File: src/design/u2a_pkg.sv
// Shared types, constants and the code point fold function for the UTF-8 to ASCII folder.
// No dependencies; used by the step logic and by the top level.
package u2a_pkg;

  localparam logic [15:0] CAP_RESET  = 16'd256;
  localparam logic [6:0]  CHAR_QMARK = 7'h3F;
  localparam logic [6:0]  CHAR_SPACE = 7'h20;
  localparam logic [6:0]  CHAR_NUL   = 7'h00;

  typedef struct packed {
    logic [20:0] partial;
    logic [1:0]  pending;
    logic [15:0] written;
  } state_t;

  typedef struct packed {
    logic [6:0]  ch;
    logic        is_end;
    logic [15:0] count;
  } res_t;

  typedef struct packed {
    res_t [2:0] res;
    logic [1:0] cnt;
  } emit_t;

  typedef struct packed {
    logic [1:0] len;
    logic [6:0] c0;
    logic [6:0] c1;
    logic [6:0] c2;
  } fold_t;

  function automatic fold_t mk(input logic [1:0] len, input logic [7:0] a,
                               input logic [7:0] b, input logic [7:0] c);
    fold_t f;
    f.len = len;
    f.c0  = a[6:0];
    f.c1  = b[6:0];
    f.c2  = c[6:0];
    return f;
  endfunction

  // Latin-1 letters U+00C0..U+00FF
  function automatic fold_t latin_fold(input logic [5:0] idx);
    fold_t f;
    case (idx) inside
      [6'd0:6'd5]:   f = mk(2'd1, "A", 8'd0, 8'd0);
      6'd6:          f = mk(2'd2, "A", "E", 8'd0);
      6'd7:          f = mk(2'd1, "C", 8'd0, 8'd0);
      [6'd8:6'd11]:  f = mk(2'd1, "E", 8'd0, 8'd0);
      [6'd12:6'd15]: f = mk(2'd1, "I", 8'd0, 8'd0);
      6'd16:         f = mk(2'd1, "D", 8'd0, 8'd0);
      6'd17:         f = mk(2'd1, "N", 8'd0, 8'd0);
      [6'd18:6'd22]: f = mk(2'd1, "O", 8'd0, 8'd0);
      6'd23:         f = mk(2'd1, "x", 8'd0, 8'd0);
      6'd24:         f = mk(2'd1, "O", 8'd0, 8'd0);
      [6'd25:6'd28]: f = mk(2'd1, "U", 8'd0, 8'd0);
      6'd29:         f = mk(2'd1, "Y", 8'd0, 8'd0);
      6'd30:         f = mk(2'd2, "T", "h", 8'd0);
      6'd31:         f = mk(2'd2, "s", "s", 8'd0);
      [6'd32:6'd37]: f = mk(2'd1, "a", 8'd0, 8'd0);
      6'd38:         f = mk(2'd2, "a", "e", 8'd0);
      6'd39:         f = mk(2'd1, "c", 8'd0, 8'd0);
      [6'd40:6'd43]: f = mk(2'd1, "e", 8'd0, 8'd0);
      [6'd44:6'd47]: f = mk(2'd1, "i", 8'd0, 8'd0);
      6'd48:         f = mk(2'd1, "d", 8'd0, 8'd0);
      6'd49:         f = mk(2'd1, "n", 8'd0, 8'd0);
      [6'd50:6'd54]: f = mk(2'd1, "o", 8'd0, 8'd0);
      6'd55:         f = mk(2'd1, "/", 8'd0, 8'd0);
      6'd56:         f = mk(2'd1, "o", 8'd0, 8'd0);
      [6'd57:6'd60]: f = mk(2'd1, "u", 8'd0, 8'd0);
      6'd61:         f = mk(2'd1, "y", 8'd0, 8'd0);
      6'd62:         f = mk(2'd2, "t", "h", 8'd0);
      default:       f = mk(2'd1, "y", 8'd0, 8'd0);
    endcase
    return f;
  endfunction

  function automatic fold_t fold_point(input logic [20:0] cp);
    fold_t f;
    case (cp) inside
      [21'h0000C0:21'h0000FF]: f = latin_fold(cp[5:0]);
      21'h0000A0: f = mk(2'd1, " ", 8'd0, 8'd0);
      21'h0000A1: f = mk(2'd1, "!", 8'd0, 8'd0);
      21'h0000BF: f = mk(2'd1, "?", 8'd0, 8'd0);
      21'h0000AB: f = mk(2'd2, "<", "<", 8'd0);
      21'h0000BB: f = mk(2'd2, ">", ">", 8'd0);
      21'h0000B7: f = mk(2'd1, ".", 8'd0, 8'd0);
      21'h002018, 21'h002019, 21'h00201B, 21'h002032:
        f = mk(2'd1, "'", 8'd0, 8'd0);
      21'h00201C, 21'h00201D, 21'h002033:
        f = mk(2'd1, "\"", 8'd0, 8'd0);
      [21'h002010:21'h002015], 21'h002212:
        f = mk(2'd1, "-", 8'd0, 8'd0);
      21'h002026: f = mk(2'd3, ".", ".", ".");
      21'h002022: f = mk(2'd1, "*", 8'd0, 8'd0);
      21'h000152: f = mk(2'd2, "O", "E", 8'd0);
      21'h000153: f = mk(2'd2, "o", "e", 8'd0);
      21'h000160: f = mk(2'd1, "S", 8'd0, 8'd0);
      21'h000161: f = mk(2'd1, "s", 8'd0, 8'd0);
      21'h00017D: f = mk(2'd1, "Z", 8'd0, 8'd0);
      21'h00017E: f = mk(2'd1, "z", 8'd0, 8'd0);
      21'h000178: f = mk(2'd1, "Y", 8'd0, 8'd0);
      default:    f = mk(2'd1, "?", 8'd0, 8'd0);
    endcase
    return f;
  endfunction

  // room for one more character before the terminator slot
  function automatic logic has_room(input logic [15:0] w, input logic [15:0] cap);
    return ({1'b0, w} + 17'd1) < {1'b0, cap};
  endfunction

  function automatic res_t char_res(input logic [6:0] ch);
    res_t r;
    r.ch     = ch;
    r.is_end = 1'b0;
    r.count  = 16'd0;
    return r;
  endfunction

endpackage

File: src/design/u2a_if.sv
// Handshake channel interfaces for the UTF-8 to ASCII folder: byte input and character output.
// No dependencies.
interface u2a_byte_if;
  logic       valid;
  logic       ready;
  logic [7:0] in_byte;
  modport source (output valid, output in_byte, input ready);
  modport sink   (input valid, input in_byte, output ready);
endinterface

interface u2a_char_if;
  logic        valid;
  logic        ready;
  logic [6:0]  out_char;
  logic        is_end;
  logic [15:0] char_count;
  modport source (output valid, output out_char, output is_end, output char_count, input ready);
  modport sink   (input valid, input out_char, input is_end, input char_count, output ready);
endinterface

File: src/design/u2a_step.sv
// Per-byte decode: next decoder state and up to three result words for one input byte.
// Depends on u2a_pkg (state, result and fold types, fold table).
module u2a_step (
  input  u2a_pkg::state_t st,
  input  logic [7:0]      in_byte,
  input  logic [15:0]     cap,
  output u2a_pkg::state_t st_next,
  output u2a_pkg::emit_t  emit
);
  import u2a_pkg::*;

  logic [20:0] cp_full;
  fold_t       fl;
  logic [1:0]  k;
  logic [15:0] wc;
  logic        cont;

  assign cp_full = {st.partial[14:0], in_byte[5:0]};
  assign fl      = fold_point(cp_full);
  assign cont    = (in_byte[7:6] == 2'b10);

  always_comb begin
    st_next  = st;
    emit     = '0;
    k        = 2'd0;
    wc       = st.written;
    if (st.pending != 2'd0 && cont) begin
      st_next.partial = cp_full;
      st_next.pending = st.pending - 2'd1;
      if (st.pending == 2'd1) begin
        st_next.partial = '0;
        // each folded character checks room on its own
        if (fl.len >= 2'd1 && has_room(wc, cap)) begin
          emit.res[k] = char_res(fl.c0);
          k  = k + 2'd1;
          wc = wc + 16'd1;
        end
        if (fl.len >= 2'd2 && has_room(wc, cap)) begin
          emit.res[k] = char_res(fl.c1);
          k  = k + 2'd1;
          wc = wc + 16'd1;
        end
        if (fl.len == 2'd3 && has_room(wc, cap)) begin
          emit.res[k] = char_res(fl.c2);
          k  = k + 2'd1;
          wc = wc + 16'd1;
        end
      end
      st_next.written = wc;
    end else begin
      // no sequence continues: flag one that was cut short, then treat the byte afresh
      if (st.pending != 2'd0) begin
        if (has_room(wc, cap)) begin
          emit.res[k] = char_res(CHAR_QMARK);
          k  = k + 2'd1;
          wc = wc + 16'd1;
        end
        st_next.pending = 2'd0;
        st_next.partial = '0;
      end
      st_next.written = wc;
      if (in_byte == 8'd0) begin
        emit.res[k].ch     = CHAR_NUL;
        emit.res[k].is_end = 1'b1;
        emit.res[k].count  = wc;
        k = k + 2'd1;
        st_next.written = '0;
        st_next.partial = '0;
        st_next.pending = 2'd0;
      end else if (has_room(wc, cap)) begin
        if (in_byte < 8'h80) begin
          emit.res[k] = char_res((in_byte >= 8'h20 && in_byte < 8'h7F) ?
                                 in_byte[6:0] : CHAR_SPACE);
          k = k + 2'd1;
          st_next.written = wc + 16'd1;
        end else if (in_byte[7:5] == 3'b110) begin
          st_next.partial = {16'd0, in_byte[4:0]};
          st_next.pending = 2'd1;
        end else if (in_byte[7:4] == 4'b1110) begin
          st_next.partial = {17'd0, in_byte[3:0]};
          st_next.pending = 2'd2;
        end else if (in_byte[7:3] == 5'b11110) begin
          st_next.partial = {18'd0, in_byte[2:0]};
          st_next.pending = 2'd3;
        end else begin
          emit.res[k] = char_res(CHAR_QMARK);
          k = k + 2'd1;
          st_next.written = wc + 16'd1;
        end
      end
    end
    emit.cnt = k;
  end

endmodule

File: src/design/utf8_to_ascii_folder_top.sv
// Top level of the UTF-8 to ASCII folder: state and capacity registers, result queue.
// Depends on u2a_pkg, u2a_if (u2a_byte_if, u2a_char_if) and u2a_step.
//
//   port         dir   words                         handshake
//   in_ch        in    in_byte[7:0]                  valid/ready
//   out_ch       out   out_char, is_end, char_count  valid/ready
//   cfg_wr_*     in    buffer_capacity[15:0]         write enable only
//
// An input byte is decoded in the cycle it is accepted; its results sit in a
// three-entry result register and leave one per cycle, from the next cycle on,
// while the output is ready. A byte giving zero or one word then sustains one
// byte per cycle; a fold to two or three characters holds the input while the queue drains.
// Reset (rst, synchronous) clears the decoder state and sets capacity to 256.
// A stalled output holds the head word and stops input while any word waits.
module utf8_to_ascii_folder_top (
  input  logic            clk,
  input  logic            rst,
  input  logic            cfg_wr_en,
  input  logic [15:0]     cfg_wr_data,
  u2a_byte_if.sink        in_ch,
  u2a_char_if.source      out_ch
);
  import u2a_pkg::*;

  state_t      st;
  state_t      st_next;
  emit_t       emit;
  logic [15:0] cap;
  res_t        q [3];
  logic [1:0]  qcnt;
  logic        in_fire;
  logic        out_fire;

  u2a_step u_step (
    .st      (st),
    .in_byte (in_ch.in_byte),
    .cap     (cap),
    .st_next (st_next),
    .emit    (emit)
  );

  assign in_ch.ready = (qcnt == 2'd0) || (qcnt == 2'd1 && out_ch.ready);
  assign in_fire     = in_ch.valid && in_ch.ready;
  assign out_fire    = out_ch.valid && out_ch.ready;

  assign out_ch.valid      = (qcnt != 2'd0);
  assign out_ch.out_char   = q[0].ch;
  assign out_ch.is_end     = q[0].is_end;
  assign out_ch.char_count = q[0].count;

  always_ff @(posedge clk) begin
    if (rst) begin
      cap <= CAP_RESET;
    end else if (cfg_wr_en) begin
      cap <= cfg_wr_data;
    end
  end

  always_ff @(posedge clk) begin
    if (rst) begin
      st   <= '0;
      qcnt <= 2'd0;
    end else if (in_fire) begin
      st   <= st_next;
      qcnt <= emit.cnt;
    end else if (out_fire) begin
      qcnt <= qcnt - 2'd1;
    end
  end

  // queue payload: load fresh results, or advance one word
  always_ff @(posedge clk) begin
    if (in_fire) begin
      q[0] <= emit.res[0];
      q[1] <= emit.res[1];
      q[2] <= emit.res[2];
    end else if (out_fire) begin
      q[0] <= q[1];
      q[1] <= q[2];
    end
  end

  a_partial_clear: assert property (@(posedge clk) disable iff (rst)
    st.pending == 2'd0 |-> st.partial == 21'd0)
    else $error("partial code point left over with no sequence open");

  a_count_bound: assert property (@(posedge clk) disable iff (rst)
    st.written != 16'hFFFF)
    else $error("written count out of range");

  a_term_clears: assert property (@(posedge clk) disable iff (rst)
    in_fire && in_ch.in_byte == 8'd0 |=> st.written == 16'd0 && st.pending == 2'd0)
    else $error("terminator did not clear string state");

  a_empty_after_drop: assert property (@(posedge clk) disable iff (rst)
    in_fire && emit.cnt == 2'd0 |=> !out_ch.valid)
    else $error("stale word left after a byte with no result");

  a_end_nul: assert property (@(posedge clk) disable iff (rst)
    out_ch.valid && out_ch.is_end |-> out_ch.out_char == CHAR_NUL)
    else $error("terminator word carries a character");

endmodule
File: src/flat_wrapper.sv
// flat-port wrapper written by rule: the top's interface ports become plain ports
module utf8_to_ascii_folder_top_flat import u2a_pkg::*;
  (clk, rst, cfg_wr_en, cfg_wr_data, in_ch_valid, in_ch_in_byte, in_ch_ready, out_ch_valid, out_ch_out_char, out_ch_is_end, out_ch_char_count, out_ch_ready);
  u2a_byte_if in_ch_i ();
  u2a_char_if out_ch_i ();
  input  logic clk;
  input  logic rst;
  input  logic cfg_wr_en;
  input  logic [15:0] cfg_wr_data;
  input wire logic [$bits(in_ch_i.valid)-1:0] in_ch_valid;
  input wire logic [$bits(in_ch_i.in_byte)-1:0] in_ch_in_byte;
  output wire logic [$bits(in_ch_i.ready)-1:0] in_ch_ready;
  output wire logic [$bits(out_ch_i.valid)-1:0] out_ch_valid;
  output wire logic [$bits(out_ch_i.out_char)-1:0] out_ch_out_char;
  output wire logic [$bits(out_ch_i.is_end)-1:0] out_ch_is_end;
  output wire logic [$bits(out_ch_i.char_count)-1:0] out_ch_char_count;
  input wire logic [$bits(out_ch_i.ready)-1:0] out_ch_ready;
  assign in_ch_i.valid = in_ch_valid;
  assign in_ch_i.in_byte = in_ch_in_byte;
  assign in_ch_ready = in_ch_i.ready;
  assign out_ch_valid = out_ch_i.valid;
  assign out_ch_out_char = out_ch_i.out_char;
  assign out_ch_is_end = out_ch_i.is_end;
  assign out_ch_char_count = out_ch_i.char_count;
  assign out_ch_i.ready = out_ch_ready;
  utf8_to_ascii_folder_top u_core (.clk(clk), .rst(rst), .cfg_wr_en(cfg_wr_en), .cfg_wr_data(cfg_wr_data), .in_ch(in_ch_i), .out_ch(out_ch_i));
endmodule
File: config.mk
export PLATFORM = sky130hd
export DESIGN_NAME = utf8_to_ascii_folder_top_flat
export DESIGN_NICKNAME = d
export VERILOG_FILES = /design/src/design/u2a_pkg.sv /design/src/design/u2a_if.sv /design/src/design/u2a_step.sv /design/src/design/utf8_to_ascii_folder_top.sv /design/src/flat_wrapper.sv
export SDC_FILE = /design/constraint.sdc
export NUM_CORES = 1
export LEC_CHECK = 0
export BUFFER_PORTS_ARGS = -buffer_cell sky130_fd_sc_hd__buf_2
export CORE_MARGIN = 2
export CORE_UTILIZATION = 40
export CTS_BUF_LIST = sky130_fd_sc_hd__clkbuf_4 sky130_fd_sc_hd__clkbuf_8 sky130_fd_sc_hd__clkbuf_16
export CTS_CLUSTER_DIAMETER = 100
export DETAILED_ROUTE_END_ITERATION = 8
export SLEW_MARGIN = 20
export SYNTH_ARGS = -nofsm -noshare
export SYNTH_HDL_FRONTEND = slang
export SYNTH_HIERARCHICAL = 1
export SYNTH_SLANG_ARGS = --single-unit
File: constraint.sdc
create_clock -name clk -period 10.1 [get_ports clk]
set_input_delay 0.505 -clock clk [delete_from_list [all_inputs] [get_ports clk]]
set_output_delay 0.505 -clock clk [all_outputs]
set_load 0.05 [all_outputs]
==> flow_metrics.env, run 1 <==
export IMPL_status="finished clean"
export IMPL_overflow=0
export IMPL_hold_viol=0
export IMPL_via_per_inst=6.08
export IMPL_critPathArrivalTime_ns=10.03
export IMPL_relSlewSlack_pct=28.8
export IMPL_post_drt_wl_per_cell_um=21.9
export IMPL_synthesis_area_um2=12600
export IMPL_final_net_count=1670
export IMPL_p_leak_nw=5.63
export IMPL_whs_ns=0.279
export IMPL_finalSetupViolations=0
export IMPL_ant_nets=0
export IMPL_instances_no_fill=1984
export IMPL_final_cell_mix="nand2_1, nor2_1, a21oi_1, o21ai_0, buf_4"
export IMPL_grt_max_degree=52
export IMPL_place_ws_ns=-0.0912
export IMPL_setup_tns_ns=0
export IMPL_grt_util_all_layers_pct=25.7
export IMPL_syn_to_final_growth_pct=12.8
export IMPL_worstPathMaxFanout=8
export IMPL_start_util_pct=40.3
export IMPL_die_x_um=182
export IMPL_power_density_nw_per_um2=130
export IMPL_max_cap_violations=0
export IMPL_synth_avg_cell_area_um2=8.19
export IMPL_cts_tree="built"
export IMPL_end_kind="flip-flop"
export IMPL_cp_slowest_cell="or4_1"
export IMPL_ir_drop_mv=0.105
export IMPL_clkLatencyLatePin_ns=0.44
export IMPL_firstDrtPassIters=7
export IMPL_timing_final_crit_share_pct=97.5
export IMPL_report_final_slew_viol_count=0
export IMPL_die_h_um=182
export IMPL_rows=65
export IMPL_io_pins=55
export IMPL_crit_buf_inv=5
export IMPL_cts_htree_levels=4
export IMPL_syn_inst=1539
export IMPL_drt_iter0_drc=1344
export IMPL_grt_pass1_wl_um=65600
export IMPL_port_buffers=54
export IMPL_hp_class="input pin to flip-flop"
export IMPL_place_congestion=0.974
export IMPL_dp_hpwl_um=31600
export IMPL_antenna_cells=0
export IMPL_vias=12100
export IMPL_root_buffer="clkbuf_16"
export IMPL_cpPeakStageDelay_ns=0.62
export IMPL_core_area_um2=31300
export IMPL_placedCellCount=1928
export IMPL_grt_pass1_vias=11200
export IMPL_finalWirelength_um=43400
export IMPL_critical_path_top_delay_family="simple AND/OR/NAND/NOR gates"
export IMPL_worst_slew_pin_slew_ns=1.06
export IMPL_clock_sinks=123
export IMPL_holdBufCountCts=0
export IMPL_setup_slack_ns=0.254
export IMPL_yosys_warnings=6
export IMPL_layout_drive_gt1_share_pct=21.2
export IMPL_skew_ns=0.0161
export IMPL_clockBufferDepth=2
export IMPL_cp_required_ns=10.29
export IMPL_drc=0
export IMPL_cts_buffers=17
export IMPL_worstSetupPathType="flip-flop to flip-flop"
export IMPL_antenna_found_initial=0
export IMPL_clk_pin_slew_ns=0.06
export IMPL_min_period_ns=9.85
export IMPL_max_freq_mhz=102
export IMPL_start_kind="flip-flop"
export IMPL_fp_dieArea_um2=33000
state kept, by name, indices dropped and copies added (netlist names):
signal       flops
u_core/cap      16
u_core/q        72
u_core/qcnt      2
u_core/st       33
where the power goes:
| part | internal (mW) | total, mW | switching (mW) |
|---|---|---|---|
| clock network | 0.367 | 0.625 | 0.258 |
| registers | 0.622 | 0.645 | 0.0227 |
| logic | 0.182 | 0.575 | 0.393 |
| total | 1.17 | 1.84 | 0.674 |
path summary, 6_finish.rpt:
| path | depth (start not counted) | endpoint | slack, ns | startpoint |
|---|---|---|---|---|
| max | 44 | u_core/q[0][17] | 0.25 | u_core/st[3] |
| min | 2 | u_core/cap[8] | 0.28 | cfg_wr_data[8] |
| max reg2reg | 44 | u_core/q[0][17] | 0.25 | u_core/st[3] |
| min reg2reg | 2 | u_core/st[17] | 0.49 | u_core/st[17] |
worst reg2reg max path: cells and delay by family (launching register included):
| kind | cells | cell delay, ns |
|---|---|---|
| AND/OR/NAND/NOR | 15 | 3.53 |
| AO/OA/AOI/OAI | 15 | 2.92 |
| adder cells (fa/ha/maj) | 5 | 1.32 |
| buffers and inverters | 5 | 0.66 |
| flip-flops | 1 | 0.47 |
| XOR/XNOR | 3 | 0.41 |
| multiplexers | 1 | 0.29 |
through the flow:
stage	cell area (µm²)	power, mW	utilization, %
2_1_floorplan	12700	1.10	-
3_3_place_gp	13200	1.20	42.0
3_5_place_dp	13200	1.20	42.0
4_1_cts	13800	1.83	44.0
5_1_grt	14200	1.93	45.4
6_report	14200	1.84	45.4
cell type report:
class | instances | area (µm²)
Clock buffer | 18 | 433
Clock inverter | 14 | 146
Fill cell | 3041 | 17100
Inverter | 45 | 170
Multi-Input combinational cell | 1236 | 8800
Sequential cell | 123 | 3190
Tap cell | 402 | 503
Timing Repair Buffer | 146 | 981
per-layer routing:
metal / global-route usage [%] / part of all wire [%] / vias up
met5: 0 / 0 / -
met4: 9.56 / 3.9 / 0
met3: 3.83 / 6.6 / 118
met2: 42.4 / 47 / 542
met1: 33.9 / 43 / 5789
li1: - / - / 5620
repair_timing:
action,in CTS,in global routing
gates resized for setup,4,66
endpoints found under the setup margin,6,29
setup buffers,2,21
pin swaps,2,18
gates cloned,0,1
(Power assumes the default switching activity.)
==> run 2, diff against run 1 <==
Clock period 10.1 ns to 11.8 ns, I/O delays scaled along.
==> flow_metrics.env, run 2 (synthesis gave the netlist of run 1 again) <==
export IMPL_status="finished clean"
export IMPL_start_kind="flip-flop"
export IMPL_via_per_inst=6.14
export IMPL_whs_ns=0.364
export IMPL_grt_pass1_vias=11200
export IMPL_placedCellCount=1906
export IMPL_clock_sinks=123
export IMPL_cpPeakStageDelay_ns=0.53
export IMPL_drc=0
export IMPL_reg2regPathDepth=46
export IMPL_setup_slack_ns=0.719
export IMPL_clockBufferDepth=2
export IMPL_worst_slew_pin_slew_ns=1.07
export IMPL_start_util_pct=40.3
export IMPL_grt_pass1_wl_um=65400
export IMPL_root_buffer="clkbuf_16"
export IMPL_final_cell_mix="nor2_1, nand2_1, a21oi_1, o21ai_0, edfxtp_1"
export IMPL_layout_drive_gt1_share_pct=15.9
export IMPL_clk_pin_slew_ns=0.07
export IMPL_core_area_um2=31300
export IMPL_cp_slowest_cell="or4_1"
export IMPL_die_x_um=182
export IMPL_post_drt_wl_per_cell_um=22.0
export IMPL_cts_buffers=17
export IMPL_report_final_slew_viol_count=0
export IMPL_skew_ns=0.0162
export IMPL_cts_htree_levels=4
export IMPL_relSlewSlack_pct=28.7
export IMPL_cp_common_cell="nor2_1"
export IMPL_finalSetupViolations=0
export IMPL_pwr_share_clk_pct=35.4
export IMPL_p_leak_nw=5.37
export IMPL_max_freq_mhz=90.2
export IMPL_dp_hpwl_um=31700
export IMPL_instances_no_fill=1942
export IMPL_grt_util_all_layers_pct=25.6
export IMPL_syn_to_final_growth_pct=8.04
export IMPL_cts_tree="built"
export IMPL_grt_max_degree=52
export IMPL_power_density_nw_per_um2=116
export IMPL_io_pins=55
export IMPL_rsz0062_at_grt="false"
export IMPL_hold_depth=2
export IMPL_firstDrtPassIters=6
export IMPL_place_congestion=1.01
export IMPL_worstSetupPathType="flip-flop to flip-flop"
export IMPL_cp_required_ns=11.99
export IMPL_timing_final_crit_share_pct=93.9
export IMPL_finalPower_mw=1.59
export IMPL_final_net_count=1627
export IMPL_clkLatencyLatePin_ns=0.45
export IMPL_critPathArrivalTime_ns=11.27
export IMPL_seq_power_share_pct=34.7
export IMPL_max_cap_violations=0
export IMPL_power_net_switching_mw=0.588
export IMPL_worstPathMaxFanout=29
export IMPL_pwr_share_comb_pct=29.9
export IMPL_largest_register="u_core/q"
export IMPL_p_sw_share_pct=37.1
export IMPL_fp_dieArea_um2=33000
export IMPL_place_ws_ns=0.325
export IMPL_vias=11900
export IMPL_largest_reg_flops=72
export IMPL_ir_drop_mv=0.0982
export IMPL_hp_class="input pin to flip-flop"
export IMPL_min_period_ns=11.08
export IMPL_hold_viol=0
export IMPL_internal_power_mw=0.998
export IMPL_antenna_found_initial=1
export IMPL_finalWirelength_um=42600
export IMPL_overflow=0
export IMPL_end_kind="flip-flop"
export IMPL_layout_commonest_cell="nor2_1"
export IMPL_port_buffers=54
export IMPL_rows=65
export IMPL_largestRegisters="u_core/q (72), u_core/st (33), u_core/cap (16)"
export IMPL_setup_tns_ns=0
export IMPL_holdBufCountCts=0
export IMPL_drt_iter0_drc=1271
export IMPL_die_h_um=182
export IMPL_ant_nets=0
-- run 2: cell count changes in the layout (fill, tap and decap cells not counted), moves of 4 or more --
cell,delta
inv_8,+4
buf_4,-38
xnor2_1,+5
clkinv_2,-4
o21ai_0,+8
o21ai_1,-5
xnor2_2,-4
buf_6,-6
nor2_1,+5
-- run 2: per-stage QoR --
step           utilization, %  area [µm²]
6_report                 43.5       13600
5_1_grt                  43.5       13600
4_1_cts                  43.3       13600
3_5_place_dp             41.4       12900
3_3_place_gp             41.4       12900
2_1_floorplan               -       12700
-- run 2: what timing repair did --
| action | in CTS | in global routing |
|---|---|---|
| gates resized for setup | 0 | 4 |
| setup buffers | 0 | 2 |
| endpoints found under the setup margin | 0 | 6 |
-- run 2: worst paths after layout --
path	slack (ns)	startpoint	end
max	0.72	u_core/st[0]	u_core/q[0][21]
min	0.36	cfg_wr_data[8]	u_core/cap[8]
max reg2reg	0.72	u_core/st[0]	u_core/q[0][21]
min reg2reg	0.49	u_core/cap[2]	u_core/cap[2]
-- run 2: power by group through the flow --
stage          Sequential (mW)  Combinational, mW  Clock, mW
2_1_floorplan            0.557              0.380          0
5_1_grt                  0.558              0.509      0.586
6_report                 0.551              0.474      0.561
3_5_place_dp             0.561              0.467          0
3_3_place_gp             0.559              0.463          0
4_1_cts                  0.552              0.469      0.571
-- run 2: critical path, delay by kind of cell, from the launching register on --
| family | cells | cell delay (ns) |
|---|---|---|
| XOR/XNOR | 3 | 0.47 |
| multiplexers | 1 | 0.29 |
| buffers and inverters | 5 | 0.91 |
| AND/OR/NAND/NOR | 15 | 3.71 |
| adder cells (fa/ha/maj) | 5 | 1.51 |
| flip-flops | 1 | 0.35 |
| AO/OA/AOI/OAI | 17 | 3.55 |
-- run 2: per-layer routing --
| metal | up-vias | global-route usage, % | routed length (µm) |
|---|---|---|---|
| li1 | 5546 | - | - |
| met1 | 5725 | 32.9 | 18100 |
| met2 | 555 | 42.6 | 19900 |
| met3 | 107 | 4.17 | 2970 |
| met4 | 0 | 10.5 | 1610 |
| met5 | - | 0 | 0 |
-- run 2: layout make-up --
type | instances | area (µm²)
fillers | 3137 | 17700
multi-input cells | 1236 | 8490
flip-flops and latches | 123 | 3180
repair buffers | 103 | 663
well taps | 402 | 503
clock buffers | 17 | 425
clock inverters | 15 | 181
inverters | 45 | 170
diodes | 1 | 2.50
==> run 3, diff against run 2 <==
Settings changed: RECOVER_POWER set to 25.
==> flow_metrics.env, run 3 (synthesis gave the netlist of run 1 again) <==
export IMPL_finalWirelength_um=42600
export IMPL_start_kind="flip-flop"
export IMPL_overflow=0
export IMPL_postPlaceCellArea_um2=12900
export IMPL_port_buffers=54
export IMPL_r2r_start="u_core/st[0]"
export IMPL_power_net_switching_mw=0.589
export IMPL_rsz0062_at_grt="false"
export IMPL_firstDrtPassIters=6
export IMPL_power_density_nw_per_um2=117
export IMPL_cts_buffers=17
export IMPL_internal_power_mw=0.993
export IMPL_min_period_ns=11.11
export IMPL_clkLatencyLatePin_ns=0.44
export IMPL_pwr_share_clk_pct=35.4
export IMPL_largest_reg_flops=72
export IMPL_status="finished with violations"
export IMPL_cts_tree="built"
export IMPL_largestRegisters="u_core/q (72), u_core/st (33), u_core/cap (16)"
export IMPL_hold_start="cfg_wr_data[8]"
export IMPL_grt_pass1_wl_um=65400
export IMPL_wl_met2_um=19900
export IMPL_place_ws_ns=0.325
export IMPL_worstPathMaxFanout=29
export IMPL_rows=65
export IMPL_cp_common_cell="nor2_1"
export IMPL_p_leak_nw=5.27
export IMPL_setup_slack_ns=0.689
export IMPL_fin_area_um2=13600
export IMPL_final_net_count=1627
export IMPL_ir_drop_mv=0.0975
export IMPL_cp_required_ns=11.99
export IMPL_layout_drive_gt1_share_pct=14.1
export IMPL_syn_to_final_growth_pct=7.65
export IMPL_critPathArrivalTime_ns=11.30
export IMPL_seq_power_share_pct=35.0
export IMPL_fillers=3151
export IMPL_wl_met3_um=2920
export IMPL_vias=11900
export IMPL_crit_start="u_core/st[0]"
export IMPL_cp_slowest_cell="or4_1"
export IMPL_clockBufferDepth=2
export IMPL_fp_dieArea_um2=33000
export IMPL_clk_pin_slew_ns=0.07
export IMPL_wl_met1_um=18100
export IMPL_timing_final_crit_share_pct=94.2
export IMPL_root_buffer="clkbuf_16"
export IMPL_antenna_found_initial=1
export IMPL_via_per_inst=6.15
export IMPL_io_pins=55
export IMPL_final_cell_mix="nor2_1, nand2_1, a21oi_1, o21ai_0, edfxtp_1"
export IMPL_drt_iter0_drc=1225
export IMPL_max_cap_violations=2
export IMPL_cts_htree_levels=4
export IMPL_core_area_um2=31300
export IMPL_setup_tns_ns=0
export IMPL_report_final_slew_viol_count=85
export IMPL_largest_register="u_core/q"
export IMPL_post_drt_wl_per_cell_um=21.9
export IMPL_holdBufCountCts=0
export IMPL_grt_pass1_vias=11200
export IMPL_die_h_um=182
export IMPL_p_sw_share_pct=37.2
export IMPL_clock_sinks=123
export IMPL_hold_viol=0
export IMPL_drc=0
export IMPL_topRoutingLayerUsed="met4"
export IMPL_hp_class="input pin to flip-flop"
export IMPL_place_congestion=1.01
export IMPL_finalSetupViolations=0
export IMPL_cpPeakStageDelay_ns=0.53
export IMPL_end_kind="flip-flop"
export IMPL_worst_slew_pin_slew_ns=2.17
export IMPL_dp_hpwl_um=31700
export IMPL_violations="capacitance limit, slew limit"
export IMPL_relSlewSlack_pct=-45.7
export IMPL_grt_max_degree=52
export IMPL_pwr_share_comb_pct=29.6
export IMPL_ant_nets=0
export IMPL_grt_util_all_layers_pct=25.6
export IMPL_max_freq_mhz=90.0
export IMPL_start_util_pct=40.3
export IMPL_die_x_um=182
export IMPL_skew_ns=0.0156
export IMPL_worstSetupPathType="flip-flop to flip-flop"
export IMPL_layout_commonest_cell="nor2_1"
export IMPL_whs_ns=0.365
[run 3: repair_timing]
item	CTS	global route
endpoints found under the setup margin	0	6
setup buffers	0	2
gates resized for setup	0	4
[run 3: layout make-up]
class / instances / area, µm² / share of cell area, %
clock inverter: 15 / 181 / 1.34
timing repair buffer: 103 / 614 / 4.53
sequential: 123 / 3180 / 23.5
multi-input combinational: 1236 / 8490 / 62.6
clock buffer: 17 / 425 / 3.13
inverter: 45 / 170 / 1.25
antenna: 1 / 2.50 / 0.0184
tap: 402 / 503 / 3.71
[run 3: final timing paths]
kind | to | slack, ns | cells past startpoint
min | u_core/cap[8] | 0.36 | 2
min reg2reg | u_core/cap[2] | 0.49 | 2
max reg2reg | u_core/q[0][21] | 0.69 | 46
max | u_core/q[0][21] | 0.69 | 46
[run 3: power groups by stage]
stage                     registers, mW  clock network (mW)  logic, mW
after floorplan                   0.557                   0      0.380
after global placement            0.559                   0      0.463
after detailed placement          0.561                   0      0.467
after CTS                         0.552               0.571      0.469
after global routing              0.561               0.586      0.503
final                             0.553               0.561      0.468
[run 3: metal layers]
layer,vias up,GRT usage (%)
li1,5544,-
met3,113,4.17
met2,554,42.6
met5,-,0
met4,0,10.5
met1,5735,32.9
[run 3: stage by stage]
stage	std cells	total power, mW	utilization [%]
2_1_floorplan	1558	0.937	-
3_3_place_gp	1906	1.02	41.4
3_5_place_dp	1906	1.03	41.4
4_1_cts	1938	1.59	43.3
5_1_grt	1941	1.65	43.3
6_report	1942	1.58	43.3
[run 3: worst max-delay path, delay by kind of cell (launching register included)]
kind / cells / cell delay [ns]
multiplexers: 1 / 0.29
buffers and inverters: 5 / 0.91
adder cells (fa/ha/maj): 5 / 1.51
XOR/XNOR: 3 / 0.48
flip-flops: 1 / 0.35
AO/OA/AOI/OAI: 17 / 3.58
AND/OR/NAND/NOR: 15 / 3.71
